## src/rtl/sgr_pkg.sv

```systemverilog
// ----------------------------------------------------------------------------
// SGR attribute parser package
// Shared types and character constants for the escape-sequence parser.
// ----------------------------------------------------------------------------
package sgr_pkg;

  // Display attribute word, bold in the least significant bit.
  typedef struct packed {
    logic [2:0] bg_color;
    logic       bg_set;
    logic [2:0] fg_color;
    logic       fg_set;
    logic       inverse;
    logic       blink;
    logic       underline;
    logic       bold;
  } attr_t;

  // Parser mode.
  typedef enum logic [1:0] {
    MODE_IDLE  = 2'd0,
    MODE_ESC   = 2'd1,
    MODE_BRACK = 2'd2,
    MODE_NUM   = 2'd3
  } mode_t;

  // Character codes.
  localparam logic [7:0] CH_NEWLINE = 8'd10;
  localparam logic [7:0] CH_ESC     = 8'd27;
  localparam logic [7:0] CH_LBRACK  = 8'h5B;
  localparam logic [7:0] CH_SEMI    = 8'h3B;
  localparam logic [7:0] CH_M       = 8'h6D;
  localparam logic [7:0] CH_ZERO    = 8'h30;
  localparam logic [7:0] CH_NINE    = 8'h39;

  // SGR codes.
  localparam logic [7:0] SGR_RESET     = 8'd0;
  localparam logic [7:0] SGR_BOLD      = 8'd1;
  localparam logic [7:0] SGR_UNDERLINE = 8'd4;
  localparam logic [7:0] SGR_BLINK     = 8'd5;
  localparam logic [7:0] SGR_INVERSE   = 8'd7;
  localparam logic [7:0] SGR_FG_LO     = 8'd30;
  localparam logic [7:0] SGR_FG_HI     = 8'd37;
  localparam logic [7:0] SGR_BG_LO     = 8'd40;
  localparam logic [7:0] SGR_BG_HI     = 8'd47;

endpackage

```

## src/rtl/sgr_step.sv

```systemverilog
// ----------------------------------------------------------------------------
// SGR parser step
// Next parser mode, accumulator and attribute word for one text byte.
// ----------------------------------------------------------------------------
module sgr_step import sgr_pkg::*; (
  input  mode_t      mode_i,
  input  logic [7:0] acc_i,
  input  attr_t      attr_i,
  input  logic [7:0] byte_i,
  output mode_t      mode_o,
  output logic [7:0] acc_o,
  output attr_t      attr_o
);

  logic       is_digit;
  logic [7:0] digit_val;
  logic [7:0] acc_times10;
  attr_t      applied;

  assign is_digit    = (byte_i >= CH_ZERO) && (byte_i <= CH_NINE);
  assign digit_val   = byte_i - CH_ZERO;
  // The accumulator wraps at 8 bits: 10x is 8x plus 2x.
  assign acc_times10 = {acc_i[4:0], 3'b000} + {acc_i[6:0], 1'b0};

  // Attribute after applying the code held in the accumulator.
  always_comb begin
    applied = attr_i;
    if (acc_i == SGR_RESET) begin
      applied = '0;
    end else if (acc_i == SGR_BOLD) begin
      applied.bold = 1'b1;
    end else if (acc_i == SGR_UNDERLINE) begin
      applied.underline = 1'b1;
    end else if (acc_i == SGR_BLINK) begin
      applied.blink = 1'b1;
    end else if (acc_i == SGR_INVERSE) begin
      applied.inverse = 1'b1;
    end else if ((acc_i >= SGR_FG_LO) && (acc_i <= SGR_FG_HI)) begin
      applied.fg_set   = 1'b1;
      applied.fg_color = 3'(acc_i - SGR_FG_LO);
    end else if ((acc_i >= SGR_BG_LO) && (acc_i <= SGR_BG_HI)) begin
      applied.bg_set   = 1'b1;
      applied.bg_color = 3'(acc_i - SGR_BG_LO);
    end
  end

  // Parser transition, then the newline rule on the attribute.
  always_comb begin
    mode_o = mode_i;
    acc_o  = acc_i;
    attr_o = attr_i;
    unique case (mode_i)
      MODE_IDLE: begin
        if (byte_i == CH_ESC) mode_o = MODE_ESC;
      end
      MODE_ESC: begin
        mode_o = (byte_i == CH_LBRACK) ? MODE_BRACK : MODE_IDLE;
      end
      MODE_BRACK: begin
        if (byte_i == CH_SEMI) begin
          attr_o = '0;
        end else if (is_digit) begin
          acc_o  = digit_val;
          mode_o = MODE_NUM;
        end else if (byte_i == CH_M) begin
          attr_o = '0;
          mode_o = MODE_IDLE;
        end else begin
          mode_o = MODE_IDLE;
        end
      end
      MODE_NUM: begin
        if (byte_i == CH_SEMI) begin
          attr_o = applied;
          acc_o  = '0;
        end else if (byte_i == CH_M) begin
          attr_o = applied;
          mode_o = MODE_IDLE;
        end else if (is_digit) begin
          acc_o = acc_times10 + digit_val;
        end else begin
          mode_o = MODE_IDLE;
        end
      end
      default: mode_o = MODE_IDLE;
    endcase
    if (byte_i == CH_NEWLINE) attr_o = '0;
  end

endmodule

```

## src/rtl/ansi_sgr_attribute_parser_unit.sv

```systemverilog
// ----------------------------------------------------------------------------
// ANSI SGR attribute parser unit
// Results are registered; one byte is accepted per cycle while in_stall is
// low, and the parser state updates in the accept cycle. A two-entry output
// buffer (result register plus skid register) keeps accepting while one
// result waits; in_stall rises only when both are full.
// Reset (synchronous, active low) sets the parser idle, the accumulator and
// the attribute to zero, and empties the output buffer.
// ----------------------------------------------------------------------------
module ansi_sgr_attribute_parser_unit import sgr_pkg::*; (
  input  logic       clk,
  input  logic       rst_n,
  input  logic       in_valid,
  output logic       in_stall,
  input  logic [7:0] in_byte_in,
  output logic       out_valid,
  input  logic       out_stall,
  output logic       out_bold,
  output logic       out_underline,
  output logic       out_blink,
  output logic       out_inverse,
  output logic       out_fg_set,
  output logic [2:0] out_fg_color,
  output logic       out_bg_set,
  output logic [2:0] out_bg_color
);

  mode_t      mode_r, mode_nxt;
  logic [7:0] acc_r, acc_nxt;
  attr_t      attr_r, attr_nxt;
  logic       out_valid_r, out_valid_nxt;
  attr_t      out_attr_r, out_attr_nxt;
  logic       skid_valid_r, skid_valid_nxt;
  attr_t      skid_attr_r, skid_attr_nxt;
  logic       in_xfer;
  logic       out_free;

  // Parser next state for the incoming byte.
  sgr_step u_step (
    .mode_i (mode_r),
    .acc_i  (acc_r),
    .attr_i (attr_r),
    .byte_i (in_byte_in),
    .mode_o (mode_nxt),
    .acc_o  (acc_nxt),
    .attr_o (attr_nxt)
  );

  assign in_stall = skid_valid_r;
  assign in_xfer  = in_valid && !skid_valid_r;
  // The result register can load when it is empty or its transfer completes.
  assign out_free = !out_valid_r || !out_stall;

  // Output buffer steering; each result is the attribute before its byte.
  always_comb begin
    out_valid_nxt  = out_valid_r;
    out_attr_nxt   = out_attr_r;
    skid_valid_nxt = skid_valid_r;
    skid_attr_nxt  = skid_attr_r;
    if (out_free) begin
      if (skid_valid_r) begin
        out_valid_nxt  = 1'b1;
        out_attr_nxt   = skid_attr_r;
        skid_valid_nxt = 1'b0;
      end else if (in_xfer) begin
        out_valid_nxt = 1'b1;
        out_attr_nxt  = attr_r;
      end else begin
        out_valid_nxt = 1'b0;
      end
    end else if (in_xfer) begin
      skid_valid_nxt = 1'b1;
      skid_attr_nxt  = attr_r;
    end
  end

  // Control and parser state.
  always_ff @(posedge clk) begin
    if (!rst_n) begin
      mode_r       <= MODE_IDLE;
      acc_r        <= '0;
      attr_r       <= '0;
      out_valid_r  <= 1'b0;
      skid_valid_r <= 1'b0;
    end else begin
      out_valid_r  <= out_valid_nxt;
      skid_valid_r <= skid_valid_nxt;
      if (in_xfer) begin
        mode_r <= mode_nxt;
        acc_r  <= acc_nxt;
        attr_r <= attr_nxt;
      end
    end
  end

  // Result payload registers.
  always_ff @(posedge clk) begin
    out_attr_r  <= out_attr_nxt;
    skid_attr_r <= skid_attr_nxt;
  end

  assign out_valid     = out_valid_r;
  assign out_bold      = out_attr_r.bold;
  assign out_underline = out_attr_r.underline;
  assign out_blink     = out_attr_r.blink;
  assign out_inverse   = out_attr_r.inverse;
  assign out_fg_set    = out_attr_r.fg_set;
  assign out_fg_color  = out_attr_r.fg_color;
  assign out_bg_set    = out_attr_r.bg_set;
  assign out_bg_color  = out_attr_r.bg_color;

endmodule
```

## config.mk

```make
export PLATFORM = sky130hd
export DESIGN_NAME = ansi_sgr_attribute_parser_unit
export DESIGN_NICKNAME = d
export VERILOG_FILES = /design/src/rtl/sgr_pkg.sv /design/src/rtl/sgr_step.sv /design/src/rtl/ansi_sgr_attribute_parser_unit.sv
export SDC_FILE = /design/constraint.sdc
export NUM_CORES = 1
export LEC_CHECK = 0
export ABC_AREA = 0
export BUFFER_PORTS_ARGS = -buffer_cell sky130_fd_sc_hd__buf_2
export CAP_MARGIN = 20
export CORE_MARGIN = 5
export CORE_UTILIZATION = 30
export CTS_CLUSTER_SIZE = 12
export DETAILED_ROUTE_END_ITERATION = 16
export GPL_ROUTABILITY_DRIVEN = 0
export PLACE_DENSITY = 0.47
export RECOVER_POWER = 100
export SYNTH_ARGS = -nofsm -noshare
export SYNTH_HDL_FRONTEND = slang
export SYNTH_SLANG_ARGS = --single-unit
```

## constraint.sdc

```tcl
create_clock -name clk -period 5.7 [get_ports clk]
set_input_delay 0.285 -clock clk [delete_from_list [all_inputs] [get_ports clk]]
set_output_delay 0.285 -clock clk [all_outputs]
set_load 0.02 [all_outputs]
```

======== After elaboration in Yosys (flattened, before gate mapping) ========
Cells that the tools add are included.
word-level totals
  register bits after elaboration ......... 48
  output and inout port bits .............. 14
  word-level logic and storage cells ...... 119
cells by class
  $add $sub $neg .......................... 5
  $lt $le $gt $ge ......................... 6
  eq/ne operators ......................... 22
  mux-type cells .......................... 37
  bitwise gates (word level) .............. 2
  reduce and logical (&&, ||, !) cells .... 19
operators with widths
  kind                                                               count
  two-way mux 12 bit                                                 9
  two-way mux 8 bit                                                  6
  == test 8 x 3 -> 1 bit, second input constant                      3
  <= comparator 8 x 6 -> 1 bit, second input constant                3
  one-hot mux 12 bit (2 select lines)                                1
  adder 8 bit                                                        2
  == test 8 x 7 -> 1 bit, second input constant                      2
  greater-or-equal comparator 8 x 6 -> 1 bit, second input constant  2
  one-hot mux 8 bit (2 select lines)                                 1
  two-way mux 2 bit                                                  7
  two-way mux 4 bit                                                  3
  two-way mux 11 bit                                                 1
  two-way mux 10 bit                                                 1
  AND reduction 5 bit                                                2
  two-way mux 9 bit                                                  1
  == test 8 x 1 -> 1 bit, second input constant                      1
  == test 8 x 4 -> 1 bit, second input constant                      1
  == test 8 x 5 -> 1 bit, second input constant                      1
  == test 8 x 6 -> 1 bit, second input constant                      1
  greater-or-equal comparator 8 x 5 -> 1 bit, second input constant  1
  zero test 8 bit                                                    1
  != test 4 x 1 -> 1 bit, second input constant                      2
  one-hot mux 2 bit (4 select lines)                                 1
  subtractor 8 x 6 -> 8 bit, second input constant                   1
  21 further kinds                                                   37

======== Logic depth before layout (Yosys ltp) ========
Gate-level depths: netlist of run 1.
  word-level depth ........................ 13
  mapped depth ............................ 10
  depth with buffers taken out ............ 10

======== Modules after synthesis ========
A second synthesis of run 1 with hierarchy kept.
second synthesis, totals
  cells, all modules ...................... 313
  area, all modules ....................... 3026.7 sq um
by module, submodules not included
  module                          instances  cells an instance  area an instance (sq um)  sequential area each (sq um)
  ansi_sgr_attribute_parser_unit  1          142                1828.0                    1201.2
  sgr_step                        1          171                1198.6                    0.0

======== Least setup slack after synthesis of run 1 ========
No wires, ideal clock.
  path kind ............................... flip-flop to flip-flop
  start point ............................. register acc_r[0]
  end point ............................... register acc_r[7]
  arrival time ............................ 2.202 ns
  required time ........................... 5.576 ns
  setup slack ............................. 3.374 ns
  stages on the path, launching flop included .. 11
  buffers on the path ..................... 1
  cell sequence ........................... dfxtp_1 -> buf_2 -> inv_1 -> fa_1 -> inv_1 -> ha_1 -> a211oi_1 -> o21ai_0 -> nor4bb_1 -> a221oi_1 -> a21oi_1
on the way
  word-level cells in the longest chain between the ends .. 6
RTL lines
  item                                line                                  text
  start: declaration                  ansi_sgr_attribute_parser_unit.sv:29  logic [7:0] acc_r, acc_nxt;
  start signal: assignment            ansi_sgr_attribute_parser_unit.sv:90  acc_r <= acc_nxt;
  adder 8 bit                         sgr_step.sv:23                        assign acc_times10 = {acc_i[4:0], 3'b000} + {acc_i[6:0], 1'b0};
  adder 8 bit                         sgr_step.sv:80                        acc_o = acc_times10 + digit_val;
  two-way mux 8 bit                   sgr_step.sv:79                        end else if (is_digit) begin
  two-way mux 8 bit                   sgr_step.sv:76                        end else if (byte_i == CH_M) begin
  two-way mux 8 bit                   sgr_step.sv:73                        if (byte_i == CH_SEMI) begin
  one-hot mux 8 bit (2 select lines)  sgr_step.sv:52                        unique case (mode_i)
No other way between the ends. The select of a mux whose other input is x is not followed.
A chain may end at the register's enable or synchronous reset.

======== Worst setup path after layout of run 1 ========
Same ends and word-level chain as after synthesis.

==> flow_summary.toml, run 1 <==
[outcome]
run_status = "complete, no violations"

[clock_network]
postCtsHoldBufs = 0
cts.htree.levels = 2
cts-resized-gates = 0
cts.sinks = 48
post-cts-setup-buffer-count = 0
root_buffer = "clkbuf_8"
clockBufferDepth = 2
cts_tree = "built"
clkLatencyLatePin_ns = 0.30
clk_pin_slew_ns = 0.09
numCtsBuffers = 5

[floorplan]
initial_core_util_pct = 30.54
die_area_um2 = 10810
die_h_um = 104.0
io-pin-count = 26
core_area_um2 = 8678
std_cell_rows = 34
dieWidth_um = 104.0

[min_path]
hold_path_class = "in -> reg"

[synth]
syn_nets = 269
synth_edf_count = 24
netlist_area_um2 = 2650
synth_cells = 240
async_reset_ff_share_pct = 0
ys_warn_count = 0
synthFlopType = "edfxtp_1"
ys_seq_area_share_pct = 45.33
syn_area_per_cell_um2 = 11.04
ys_seq_elements = 48
yosysUniqueCellTypes = 53

[placed_design]
dpl.cell_count = 365
hpwl_mm = 4.164
io_buffers = 25

[pwr]
p_leak_nw = 1.087
design_power_total_mw = 0.6718
power_density_nw_per_um2 = 230.5
ir_drop_mv = 0.1199

[finish]
final_util_pct = 33.58
diodes = 0
layout.nets = 293
layout.cells.non_filler = 373
fill_cells = 951
final_cell_mix = "dfxtp_1, edfxtp_1, nand2_1, nor2_1, clkbuf_1"
drive_above_1_share_pct = 13.21
area_growth_pct = 9.962
regArea_um2 = 1201
multi_input_area_um2 = 1303

[routing]
first_pass_iters = 4
vias_per_cell = 4.930
routed_wl_mm = 5.575
drtIter0Drc = 108
via_count = 1839
drcViolationCount = 0
ant_nets = 0
wl_per_cell_um = 14.95

[global_route]
antenna_found_initial = 0
grt_start_max_net_pins = 17
grt_use_total_pct = 10.59
grt_pass1_vias = 1864
overflow = 0
grt_pass1_wl_mm = 9.522

[sta]
hold_viol = 0
slew_viol_final = 0
fin_worst_skew_ns = 0.005656
finalSetupViolCount = 0
period_share_pct = 46.08
period_needed_ns = 2.626
rsz0062_at_grt = "false"
worst_pin_slew_ns = 0.9629
finalSetupTns_ns = 0
maxSlewHeadroom_pct = 35.57
max_freq_mhz = 380.8

[setup_path]
end_kind = "flop"
cp_max_fo = 10
start_kind = "flop"
required_ns = 5.87
cp.arrival_ns = 2.80
path_class = "reg -> reg"
rrSetupSlack_ns = 3.07

[run]
cap_viol_max_count = 0
## path summary, 6_finish.rpt
path	startpoint	end	depth (start not counted)
hold / removal	out_stall	in_stall	3
setup reg to reg	acc_r[0]	acc_r[7]	9
setup / recovery	acc_r[0]	acc_r[7]	9
hold reg to reg	attr_r[10]	skid_attr_r[10]	0
## layout make-up
class                      instances  share of cell area (%)
tap                              108                   4.637
sequential                        48                   41.22
multi-input combinational        169                   44.70
inverter                          14                   1.803
clock buffer                       5                   2.362
timing repair buffer              26                   3.821
clock inverter                     3                   1.460
## where the power goes
| group | internal, mW | switching (mW) | leakage (nW) |
|---|---|---|---|
| logic | 0.0184 | 0.0346 | 0.607 |
| registers | 0.368 | 0.00230 | 0.425 |
| clock network | 0.130 | 0.118 | 0.0558 |
## state kept, by name, summed over array words and instances (netlist names)
signal	cells
out_bold	1
out_inverse	1
out_bg_set	1
out_bg_color	3
out_valid	1
attr_r	12
out_underline	1
in_stall	1
skid_attr_r	12
mode_r	2
out_fg_color	3
out_blink	1
acc_r	8
out_fg_set	1
## per-stage QoR
step | area [µm²] | hold slack, ns | setup WS (ns)
final | 2914 | 0.2884 | 3.074
after global placement | 2850 | 0.4451 | 3.126
after floorplan | 2650 | 0.4261 | 3.374
after CTS | 2962 | 0.2775 | 3.080
after global routing | 2914 | 0.3129 | 2.881
after detailed placement | 2850 | 0.4484 | 3.106
## layer usage
| layer | global-route usage [%] | share of wire [%] | up-vias |
|---|---|---|---|
| li1 | - | - | 931 |
| met1 | 14.85 | 50 | 849 |
| met2 | 15.80 | 44 | 49 |
| met3 | 2.110 | 4.1 | 10 |
| met4 | 4.533 | 2.0 | 0 |
| met5 | 0 | 0 | - |
## kinds of logic (layout without fill, tap and decap cells)
logic type               after synthesis  after routing  share of synthesized area [%]
AO/OA/AOI/OAI                         51             51                          14.64
XOR/XNOR                               6              6                          3.069
multiplexers                          19             19                          7.743
adder cells (fa/ha/maj)               17             17                          9.443
AND/OR/NAND/NOR                       76             76                          15.25
flip-flops                            48             48                          45.33
buffers and inverters                 23             48                          4.532
## worst max-delay path, stage by stage, from the launching register on
cell,delay (ns)
dfxtp_1,0.54
inv_1,0.14
fa_1,0.58
inv_1,0.06
ha_1,0.30
a211oi_1,0.24
o21ai_0,0.14
nor4bb_1,0.16
a221oi_1,0.24
a21oi_1,0.10
## synth_stat cells (all sizes together), types with 2 or more instances
master  number  share of area [%]
dfxtp       24                 18
edfxtp      24                 27
nand2       21                3.0
nor2        17                2.4
inv         14                2.0
a21oi       12                2.7
ha          12                5.7
mux2        12                5.1
o21ai        9                2.0
mux2i        7                2.6
nor3         7                1.3
a211oi       6                1.7
nand3        6                1.1
buf          5                1.4
fa           5                3.8
nand2b       5                1.2
nand3b       4                1.1
o221ai       4                1.3
a22oi        3               0.85
a41oi        3               0.99
clkbuf       3               0.80
o211a        3                1.4
o31ai        3               0.85
xor2         3               0.99
a21o         2               0.57
a31oi        2               0.47
and2         2               0.52
nor2b        2               0.47
o221a        2                1.2
or2          2               0.57
or3          2               0.47
Note: power is estimated with default switching activity, not from simulation.
==> inputs of run 2 (changes only) <==
--- a/config.mk
+++ b/config.mk
@@ -13,7 +13,7 @@
 export CTS_CLUSTER_SIZE = 12
 export DETAILED_ROUTE_END_ITERATION = 16
 export GPL_ROUTABILITY_DRIVEN = 0
-export PLACE_DENSITY = 0.47
+export PLACE_DENSITY = 0.49
 export RECOVER_POWER = 100
 export SYNTH_ARGS = -nofsm -noshare
 export SYNTH_HDL_FRONTEND = slang
==> constraint.sdc (replaced) <==
create_clock -name clk -period 2.27 [get_ports clk]
set_input_delay 0.1135 -clock clk [delete_from_list [all_inputs] [get_ports clk]]
set_output_delay 0.1135 -clock clk [all_outputs]
set_load 0.02 [all_outputs]
==> flow_summary.toml, run 2 (synthesized netlist as in run 1, its figures left out) <==
[global_route]
grt_use_total_pct = 11.15
antenna_found_initial = 0
grt_pass1_wl_mm = 9.956
overflow = 0
grt_pass1_vias = 1948
grt_start_max_net_pins = 17

[setup_path]
slowest_delay_ns = 0.49
required_ns = 2.51
crit_family = "adder cells"
rrSetupSlack_ns = 0.09
path_class = "reg -> reg"
cp_max_fo = 2
critPathBufInv = 2
cp.arrival_ns = 2.42
path_cells = "inv_1 -> fa_1 -> buf_4 -> fa_1 -> nor2b_1 -> o21a_1 -> nor3_1 -> nand4b_1 -> a21oi_2"
end_kind = "flop"
crit_path_frequent_cell = "fa_1"
cp_num_cells = 9
start_kind = "flop"
rr_worst_depth = 9
slowest_stage = "fa_1"

[sta]
finalSetupViolCount = 0
fin_worst_skew_ns = 0.002893
hold_viol = 0
slew_viol_final = 0
period_share_pct = 96.09
worst_pin_slew_ns = 0.7363
max_freq_mhz = 458.4
period_needed_ns = 2.181
hold_ws_ns = 0.1220
maxSlewHeadroom_pct = 50.92

[routing]
vias_per_cell = 4.929
drcViolationCount = 0
first_pass_iters = 5
drtIter0Drc = 61
wl_per_cell_um = 14.75
via_count = 1947
ant_nets = 0
routed_wl_mm = 5.828

[finish]
final_common_cell = "edfxtp_1"
final_cell_mix = "edfxtp_1, dfxtp_1, nand2_1, buf_4, clkbuf_1"
diodes = 0
reg.largest.list = "attr_r: 12 flops, skid_attr_r: 12 flops, acc_r: 8 flops"
area_growth_pct = 16.62
layout.cells.non_filler = 395
layout.nets = 315
fill_cells = 918
drive_above_1_share_pct = 22.30

[clock_network]
numCtsBuffers = 5
postCtsHoldBufs = 0
post-cts-setup-buffer-count = 0
cts.htree.levels = 2
clockBufferDepth = 2
root_buffer = "clkbuf_8"
cts_tree = "built"
clk_pin_slew_ns = 0.09
cts.sinks = 48
clkLatencyLatePin_ns = 0.30

[min_path]
hold_path_class = "in -> reg"
hold-path-cell-count = 3

[floorplan]
die_area_um2 = 10810
core_area_um2 = 8678
io-pin-count = 26
die_h_um = 104.0
initial_core_util_pct = 30.54
std_cell_rows = 34
dieWidth_um = 104.0

[pwr]
ir_drop_mv = 0.2050
design_power_total_mw = 1.625
p_leak_nw = 1.171
power_density_nw_per_um2 = 525.7

[placed_design]
hpwl_mm = 4.507
dpl.cell_count = 386
io_buffers = 25

[run]
cap_viol_max_count = 0

[outcome]
run_status = "complete, no violations"
-- run 2: what timing repair did --
| item | in CTS | in global routing |
|---|---|---|
| hold endpoints to repair | 0 | 0 |
| setup endpoints to repair | 1 | 3 |
| pin swaps | 0 | 8 |
| gates resized for setup | 3 | 10 |
-- run 2: final cells by class --
cell class | count | area [µm²] | area share, %
Sequential cell | 48 | 1206 | 39.03
Clock buffer | 6 | 82.58 | 2.672
Clock inverter | 2 | 15.01 | 0.4858
Timing Repair Buffer | 48 | 265.3 | 8.583
Multi-Input combinational cell | 169 | 1334 | 43.16
Tap cell | 108 | 135.1 | 4.372
Inverter | 14 | 52.55 | 1.700
-- run 2: worst reg2reg max path: stages, from the launching register on --
cell      delay (ns)
dfxtp_2         0.33
inv_1           0.06
fa_1            0.49
buf_4           0.16
fa_1            0.45
nor2b_1         0.13
o21a_1          0.14
nor3_1          0.04
nand4b_1        0.18
a21oi_2         0.13
-- run 2: metrics by stage --
step	TNS [ns]	utilization, %	area, µm²	setup WS (ns)
global placement	0	34.67	3009	0.0003813
floorplan	0	-	2654	0.01094
finish	0	35.61	3090	0.08871
global route	-0.007751	35.61	3090	-0.007751
detailed placement	-0.03774	34.67	3009	-0.03774
CTS	0	35.87	3113	0.01815
-- run 2: final timing paths --
| check | from | endpoint |
|---|---|---|
| max reg2reg | acc_r[0] | acc_r[6] |
| min | out_stall | in_stall |
| min reg2reg | attr_r[10] | skid_attr_r[10] |
| max | acc_r[0] | acc_r[6] |
-- run 2: power breakdown --
part / leakage, nW / internal (mW) / switching (mW)
Sequential: 0.426 / 0.923 / 0.00454
Combinational: 0.701 / 0.0615 / 0.0935
Clock: 0.0434 / 0.247 / 0.295
-- run 2: routing by layer --
layer | global-route usage [%] | vias up | part of all wire, %
met5 | 0 | - | 0
met4 | 3.330 | 0 | 1.3
met1 | 15.21 | 934 | 49
met2 | 17.76 | 33 | 46
li1 | - | 974 | -
met3 | 2.297 | 6 | 3.9
==> inputs of run 3 (changes only) <==
--- a/config.mk
+++ b/config.mk
@@ -10,6 +10,7 @@
 export CAP_MARGIN = 20
 export CORE_MARGIN = 5
 export CORE_UTILIZATION = 30
+export CTS_BUF_LIST = sky130_fd_sc_hd__clkbuf_16
 export CTS_CLUSTER_SIZE = 12
 export DETAILED_ROUTE_END_ITERATION = 16
 export GPL_ROUTABILITY_DRIVEN = 0
==> flow_summary.toml, run 3 (synthesized netlist as in run 1, its figures left out) <==
[floorplan]
initial_core_util_pct = 30.54
core_area_um2 = 8678
io-pin-count = 26
std_cell_rows = 34
die_h_um = 104.0
dieWidth_um = 104.0
die_area_um2 = 10810

[pwr]
ir_drop_mv = 0.2504
power_density_nw_per_um2 = 575.9
p_leak_nw = 1.187

[min_path]
hold_path_class = "in -> reg"

[clock_network]
clkLatencyLatePin_ns = 0.28
cts_tree = "built"
clockBufferDepth = 2
root_buffer = "clkbuf_16"
cts.sinks = 48
clk_pin_slew_ns = 0.06
numCtsBuffers = 5
cts.htree.levels = 2

[setup_path]
cp_max_fo = 2
start_kind = "flop"
crit_path_frequent_cell = "inv_1"
path_cells = "inv_1 -> fa_1 -> inv_1 -> ha_4 -> a211oi_2 -> o21ai_1 -> nor4bb_2 -> a221oi_1 -> a21oi_1"
cp.arrival_ns = 2.32
slowest_delay_ns = 0.54
slowest_stage = "fa_1"
path_class = "reg -> reg"
end_kind = "flop"
required_ns = 2.44

[sta]
max_freq_mhz = 463.7
period_needed_ns = 2.156
period_share_pct = 95.00
hold_viol = 0
setup_slack_ns = 0.1135
finalSetupViolCount = 0
fin_worst_skew_ns = 0.001935
finalSetupTns_ns = 0
slew_viol_final = 0
worst_pin_slew_ns = 0.7311
rsz0062_at_grt = "false"
maxSlewHeadroom_pct = 51.26

[routing]
top_layer = "met4"
drcViolationCount = 0
wl_met2_mm = 2.661
drtIter0Drc = 57
wl_per_cell_um = 14.74
wl_met3_um = 184
vias_per_cell = 4.957
via_count = 1958
first_pass_iters = 4
ant_nets = 0
met1Wirelength_mm = 2.903
routed_wl_mm = 5.824

[placed_design]
hpwl_mm = 4.507
io_buffers = 25
pre_cts_ws_ns = -0.03774

[outcome]
run_status = "complete, no violations"

[finish]
fill_cells = 915
layout.nets = 315
area_growth_pct = 18.08
reg.largest.list = "attr_r: 12 flops, skid_attr_r: 12 flops, acc_r: 8 flops"
diodes = 0
final_cell_mix = "edfxtp_1, dfxtp_1, nand2_1, clkbuf_1, buf_4"
final_common_cell = "edfxtp_1"
drive_above_1_share_pct = 21.25

[global_route]
antenna_found_initial = 0
grt_start_max_net_pins = 17
grt_pass1_vias = 1952
grt_pass1_wl_mm = 9.949
overflow = 0
grt_use_total_pct = 11.13

[run]
cap_viol_max_count = 0
-- run 3: cell count changes in the layout (fill, tap and decap cells not counted), sizes merged --
cell	change
buf	-1
clkinv	+1
-- run 3: path summary, 6_finish.rpt --
| check | start | to | slack [ns] | cells past startpoint |
|---|---|---|---|---|
| max | acc_r[0] | acc_r[7] | 0.11 | 9 |
| min | out_stall | in_stall | 0.14 | 3 |
| max reg2reg | acc_r[0] | acc_r[7] | 0.11 | 9 |
| min reg2reg | attr_r[10] | skid_attr_r[10] | 0.45 | 0 |
-- run 3: report_power, final --
part           internal, mW  switching (mW)  leakage [nW]
logic                0.0610          0.0939         0.698
registers             0.924         0.00453         0.426
clock network         0.404           0.315        0.0635
-- run 3: per-stage QoR --
stage	power, mW	cells	hold WS [ns]	cell area (µm²)	util [%]
floorplan	1.043	240	0.2625	2654	-
global placement	1.106	386	0.4293	3009	34.67
detailed placement	1.107	386	0.4318	3009	34.67
CTS	1.826	394	0.1311	3158	36.39
global route	1.872	395	0.1593	3129	36.06
finish	1.802	395	0.1431	3129	36.06
-- run 3: layer usage --
| metal | vias to the layer above | track usage, % |
|---|---|---|
| li1 | 974 | - |
| met1 | 940 | 15.29 |
| met2 | 39 | 17.76 |
| met3 | 5 | 2.297 |
| met4 | 0 | 3.053 |
| met5 | - | 0 |
-- run 3: area by class of cell --
class                      instances  area, µm²  area share [%]
clock inverter                     3      18.77          0.5998
sequential                        48       1206           38.54
tap                              108      135.1           4.318
multi-input combinational        169       1330           42.50
timing repair buffer              48      261.5           8.357
clock buffer                       5      125.1           3.998
inverter                          14      52.55           1.679
-- run 3: timing repair --
item	4_1_cts	5_1_grt
hold endpoints to repair	0	0
hold buffers	0	0
setup endpoints to repair	1	3
resized for setup	2	10
buffers inserted	0	0
pin swaps	0	9
-- run 3: critical path: cells and delay by family, from the launching register on --
kind,cells,cell delay (ns)
buf+inv,2,0.14
flops,1,0.32
simple gates,1,0.18
fa+ha+maj,2,0.78
compound gates,4,0.62
